===== src/rtl/core/mcnt_pkg.sv =====
// mcnt_pkg: shared types, codes and constants of the midi channel note tracker
// used by every module of the core; no dependencies
`default_nettype none
package mcnt_pkg;

   localparam int NUM_CHANNELS = 16;
   localparam int NUM_NOTES    = 128;

   localparam int CH_W      = 4;
   localparam int NOTE_W    = 7;
   localparam int CNT_CH_W  = CH_W + 1;
   localparam int MEM_AW    = CH_W + NOTE_W;
   localparam int MEM_DEPTH = NUM_CHANNELS * NUM_NOTES;
   localparam int CNT_W     = MEM_AW;
   localparam int HOLD_W    = 8;
   localparam int BEND_W    = 14;
   localparam int PROD_W    = 2 * NOTE_W;

   localparam int REQ_DATA_W = 24;
   localparam int REQ_USER_W = 1;
   localparam int RSP_DATA_W = 64;
   localparam int RSP_USER_W = 2;
   localparam int CSR_ADDR_W = 1;
   localparam int CSR_DATA_W = 8;

   // register indexes
   localparam logic [CSR_ADDR_W-1:0] CSR_TRANSPOSE = 1'd0;
   localparam logic [CSR_ADDR_W-1:0] CSR_EXPR_MAX  = 1'd1;

   // operation codes
   localparam logic [2:0] OP_NOTE_ON   = 3'd0;
   localparam logic [2:0] OP_NOTE_OFF  = 3'd1;
   localparam logic [2:0] OP_CONTROL   = 3'd2;
   localparam logic [2:0] OP_PROGRAM   = 3'd3;
   localparam logic [2:0] OP_BEND      = 3'd4;
   localparam logic [2:0] OP_NOTES_OFF = 3'd5;
   localparam logic [2:0] OP_SOUND_OFF = 3'd6;

   localparam logic [CH_W-1:0]   DRUM_CHANNEL = 4'd9;
   localparam logic [NOTE_W-1:0] CC_VOLUME    = 7'd7;
   localparam logic [NOTE_W-1:0] CC_PAN       = 7'd10;
   localparam logic [NOTE_W-1:0] CC_EXPRESSION = 7'd11;
   localparam logic [NOTE_W-1:0] CC_REVERB    = 7'd91;
   localparam logic [NOTE_W-1:0] CC_CHORUS    = 7'd93;
   localparam logic [NOTE_W-1:0] NOTE_TOP     = 7'd127;
   localparam logic [HOLD_W-1:0] HOLD_MAX     = 8'd255;
   localparam logic [7:0]        NOTE_NONE    = 8'hff;

   typedef struct packed {
      logic accept;
      logic mem_read;
      logic update;
      logic init_wr;
      logic clr_wr;
      logic clr_chan;
      logic scan;
      logic cnt_clear;
      logic cnt_inc;
      logic load_rsp;
   } ctl_cmd_type;

   typedef struct packed {
      logic note_op;
      logic clear_op;
      logic need_scan;
      logic cnt_init_end;
      logic cnt_row_end;
      logic cnt_scan_end;
      logic rsp_free;
   } ctl_sts_type;

endpackage
`default_nettype wire


===== src/rtl/core/mcnt_ctrl.sv =====
// mcnt_ctrl: sequencing state machine of the note tracker
// depends on mcnt_pkg; drives commands into mcnt_datapath
`default_nettype none
module mcnt_ctrl import mcnt_pkg::*; (
   input  wire logic        clock,
   input  wire logic        reset,
   input  wire logic        req_tvalid,
   output logic             req_tready,
   input  wire ctl_sts_type sts,
   output ctl_cmd_type      cmd
);

   typedef enum logic [6:0] {
      S_INIT   = 7'b0000001,
      S_IDLE   = 7'b0000010,
      S_EXEC   = 7'b0000100,
      S_UPDATE = 7'b0001000,
      S_SCAN   = 7'b0010000,
      S_CLEAR  = 7'b0100000,
      S_RESULT = 7'b1000000
   } state_type;

   state_type state_ff, state_in;

   always_ff @(posedge clock) begin
      if (reset) begin
         state_ff <= S_INIT;
      end else begin
         state_ff <= state_in;
      end
   end

   always_comb begin
      state_in   = state_ff;
      cmd        = '0;
      req_tready = 1'b0;
      case (state_ff)
         S_INIT: begin
            cmd.init_wr = 1'b1;
            cmd.cnt_inc = 1'b1;
            if (sts.cnt_init_end) begin
               state_in = S_IDLE;
            end
         end
         S_IDLE: begin
            req_tready = 1'b1;
            if (req_tvalid) begin
               cmd.accept = 1'b1;
               state_in   = S_EXEC;
            end
         end
         S_EXEC: begin
            cmd.cnt_clear = 1'b1;
            if (sts.note_op) begin
               cmd.mem_read = 1'b1;
               state_in     = S_UPDATE;
            end else if (sts.clear_op) begin
               state_in = S_CLEAR;
            end else begin
               state_in = S_RESULT;
            end
         end
         S_UPDATE: begin
            cmd.update    = 1'b1;
            cmd.cnt_clear = 1'b1;
            state_in      = sts.need_scan ? S_SCAN : S_RESULT;
         end
         S_SCAN: begin
            cmd.scan    = 1'b1;
            cmd.cnt_inc = 1'b1;
            if (sts.cnt_scan_end) begin
               state_in = S_RESULT;
            end
         end
         S_CLEAR: begin
            cmd.clr_wr  = 1'b1;
            cmd.cnt_inc = 1'b1;
            if (sts.cnt_row_end) begin
               cmd.clr_chan = 1'b1;
               state_in     = S_RESULT;
            end
         end
         S_RESULT: begin
            if (sts.rsp_free) begin
               cmd.load_rsp = 1'b1;
               state_in     = S_IDLE;
            end
         end
         default: begin
            state_in = S_INIT;
         end
      endcase
   end

endmodule
`default_nettype wire


===== config.mk =====
export PLATFORM = sky130hd
export DESIGN_NAME = mcnt_ctrl
export DESIGN_NICKNAME = d
export VERILOG_FILES = /design/src/rtl/core/mcnt_pkg.sv /design/src/rtl/core/mcnt_ctrl.sv
export SDC_FILE = /design/constraint.sdc
export NUM_CORES = 1
export LEC_CHECK = 0
export ABC_AREA = 1
export BUFFER_PORTS_ARGS = -buffer_cell sky130_fd_sc_hd__buf_2
export CORE_UTILIZATION = 40
export CTS_CLUSTER_DIAMETER = 120
export DETAILED_ROUTE_END_ITERATION = 12
export PLACE_DENSITY = 0.68
export SYNTH_ARGS = -nofsm -noshare
export SYNTH_HDL_FRONTEND = slang
export SYNTH_SLANG_ARGS = --single-unit

===== constraint.sdc =====
create_clock -name clock -period 1.6 [get_ports clock]
set_input_delay 0.24 -clock clock [delete_from_list [all_inputs] [get_ports clock]]
set_output_delay 0.24 -clock clock [all_outputs]
set_load 0.005 [all_outputs]

==> metrics.md <==
| Metric | Value |
|---|---|
| Horizontal extent of the die | `38.2 um` |
| Remaining antenna violation count | `0` |
| Area growth syn-to-layout | `43.7%` |
| Number of violations of the max-capacitance limit | `0` |
| Total Wirelength | `1340 um` |
| Hold Violations, Final | `0` |
| Detail-routed via count per cell | `4.81` |
| Via count of the first global-routing pass | `509` |
| Clk_lat worst skew | `0.25 ns` |
| Place WS | `0.193 ns` |
| Crit Reg-Reg Endpoint | `state_ff[6]$_SDFFE_PP0P_` |
| Timing startpoint of the critical path | `state_ff[4]$_SDFFE_PP0P_` |
| DRC violations left | `0` |
| Total clock buffers created by CTS | `3` |
| DIE AREA | `0.00146 mm2` |
| Flop and latch count out of synthesis | `7` |
| Overflow after GRT | `0` |
| Mapped Cells | `89` |
| Commonest cells after routing, fill and taps aside | `sky130_fd_sc_hd__buf_2, sky130_fd_sc_hd__nand2_1, sky130_fd_sc_hd__inv_1, sky130_fd_sc_hd__nor2_1, sky130_fd_sc_hd__nand3_1` |
| Layout cells sized above 1 | `45.0%` |
| Wire length of the first global-routing pass | `1990 um` |
| Detailed-router iteration count before antenna repair | `4` |
| Area of the mapped netlist | `524 um2` |
| Result of the run | `completed` |
| Pin count of the biggest net entering global routing | `8` |
| Final clock period utilization by the worst path | `97.3%` |
| Power density over the cells | `1210 mW/mm2` |
| WL/cell | `9.99 um` |
| Worst hold path cell count | `2` |
| Std cell rows | `12` |
| Type of the tightest min-delay check | `input pin to flip-flop` |
| Worst-case headroom to the max-slew limit | `86.3%` |
| Element type at the critical path end | `output port` |
| Leading cell type in the layout, fill and taps excluded | `sky130_fd_sc_hd__buf_2` |
| Fillers | `118` |
| Number of diodes added for antenna fixing | `0` |
| Final Wtd Congestion | `0.825` |
| Sink Count | `7` |
| Biggest register | `state_ff` |
| Clock slew at the register clock pins of the worst setup and hold paths | `0.05 ns` |
| Reg-to-reg slack, setup | `0.27 ns` |
| Capture point of the worst path | `cmd[1]` |
| Vias | `645` |
| Detailed placement HPWL | `980 um` |
| Combined flip-flop and latch cell area | `154 um2` |
| Slew Viols, Final | `0` |
| Number of antenna violations at the first check in global routing | `0` |
| Max IR drop VDD | `686 uV` |
| Type of the worst setup path | `flip-flop to output port` |
| Initial DRC Count | `22` |
| Leading registers by flop count | `state_ff (7)` |
| Clock Root Buffer | `sky130_fd_sc_hd__clkbuf_4` |
| Deepest level of the CTS H-tree | `1` |
| Synth warnings | `0` |
| Avg Synthesized Cell Area | `5.89 um2` |
| Net count reported at finish | `131` |
| Critical Path Source Type | `flip-flop` |
| Synth Net Count | `99` |
| Period minus WS final | `1.56 ns` |
| Post-synthesis cell type count | `17` |
| Setup Skew | `0.000679 ns` |
| Number of buffers inserted for hold repair after clock tree synthesis | `0` |
| I/O pins | `21` |
| F_max | `642 MHz` |
| Req. time, crit path | `1.36 ns` |
| Clock tree from TritonCTS | `yes` |
| Starting density of the core | `45.3%` |
| Worst Setup Slack, final | `0.0435 ns` |
| Share of synthesized area occupied by flip-flops and latches | `26.7%` |
| Deepest clock path buffer count | `2` |
| Core ar. | `0.00116 mm2` |
| Overall fraction of global-route tracks in use | `19.8%` |
| Area taken by multi-input logic gates | `335 um2` |
| Fin Hold WS | `0.193 ns` |
| Crit path max fanout | `5` |
| Arrival @ worst endpoint | `1.32 ns` |
| IO Port Bufs | `20` |
| Startpoint of the lowest-slack register-to-register path | `state_ff[4]$_SDFFE_PP0P_` |
| Worst Reg2Reg Path Length in Cells | `7` |
| Least-Margin Pin Slew | `0.206 ns` |
| Final setup viols | `0` |
| Die outline height | `38.2 um` |
| Reported leakage power | `0.418 nW` |
| Unrepaired setup endpoints after global routing | `yes` |
| Flip-flop count of the largest register after layout | `7` |
[power by group]
group          internal, W  total [W]  switching, W  leakage, nW
Clock            0.0000952   0.000161     0.0000657       0.0150
Sequential        0.000210   0.000239     0.0000281       0.0604
Combinational     0.000221   0.000514      0.000293        0.342
[kinds of logic after synthesis]
| family | Yosys count | synth area share [%] |
|---|---|---|
| AO/OA/AOI/OAI | 4 | 3.82 |
| flip-flops | 7 | 26.7 |
| AND/OR/NAND/NOR | 60 | 56.6 |
| buffers and inverters | 18 | 12.9 |
[stage by stage]
stage / util (%) / total power [W] / TNS [ns] / instance area, um2 / std cells
2_1_floorplan: - / 0.000551 / 0 / 524 / 89
3_3_place_gp: 56.2 / 0.000666 / 0 / 649 / 124
3_5_place_dp: 56.2 / 0.000668 / 0 / 649 / 124
4_1_cts: 62.4 / 0.000882 / -0.0202 / 722 / 132
5_1_grt: 65.2 / 0.000992 / -0.00954 / 753 / 134
6_report: 65.2 / 0.000914 / 0 / 753 / 134
[timing repair]
item	CTS	global route
endpoints found under the setup margin	2	5
setup buffers	4	2
gates resized for setup	9	7
pin swaps	3	4
[routing by layer]
layer,wire length (um),track usage (%)
met5,0,0
met4,17,10.7
met3,76,1.74
met2,635,33.5
met1,610,24.4
[worst min path at each step]
stage	from	end	slack, ns
after floorplan	reset	state_ff[4]$_SDFFE_PP0P_	0.31
after global placement	reset	state_ff[4]$_SDFFE_PP0P_	0.46
after detailed placement	reset	state_ff[5]$_SDFFE_PP0P_	0.46
after CTS	reset	state_ff[5]$_SDFFE_PP0P_	0.19
after global routing	reset	state_ff[4]$_SDFFE_PP0P_	0.19
final	reset	state_ff[5]$_SDFFE_PP0P_	0.19
[layout make-up]
class	count	area share [%]
clock buffers	4	3.49
inverters	18	8.97
multi-input cells	64	44.5
flip-flops and latches	7	20.4
well taps	14	2.33
repair buffers	27	20.3
[synth_stat cells (all sizes together)]
library cell  number  area share, %
nand4              3            3.6
nand3             10             11
nand3b             1            1.4
a21oi              3            2.9
or2                1            1.2
dfxtp              7             27
nor2              19             16
inv               18             13
nor3               5            7.9
nand2             20             14
o21ai              1           0.95
and3               1            1.2
[critical path: stages, from the launching register on]
cell and delay [ns]:
sky130_fd_sc_hd__dfxtp_4 0.38, sky130_fd_sc_hd__nor3_4 0.06, sky130_fd_sc_hd__buf_4 0.13, sky130_fd_sc_hd__nand2_2 0.05
sky130_fd_sc_hd__inv_1 0.04, sky130_fd_sc_hd__or2_2 0.28, sky130_fd_sc_hd__buf_2 0.13
(Power assumes the default switching activity.)
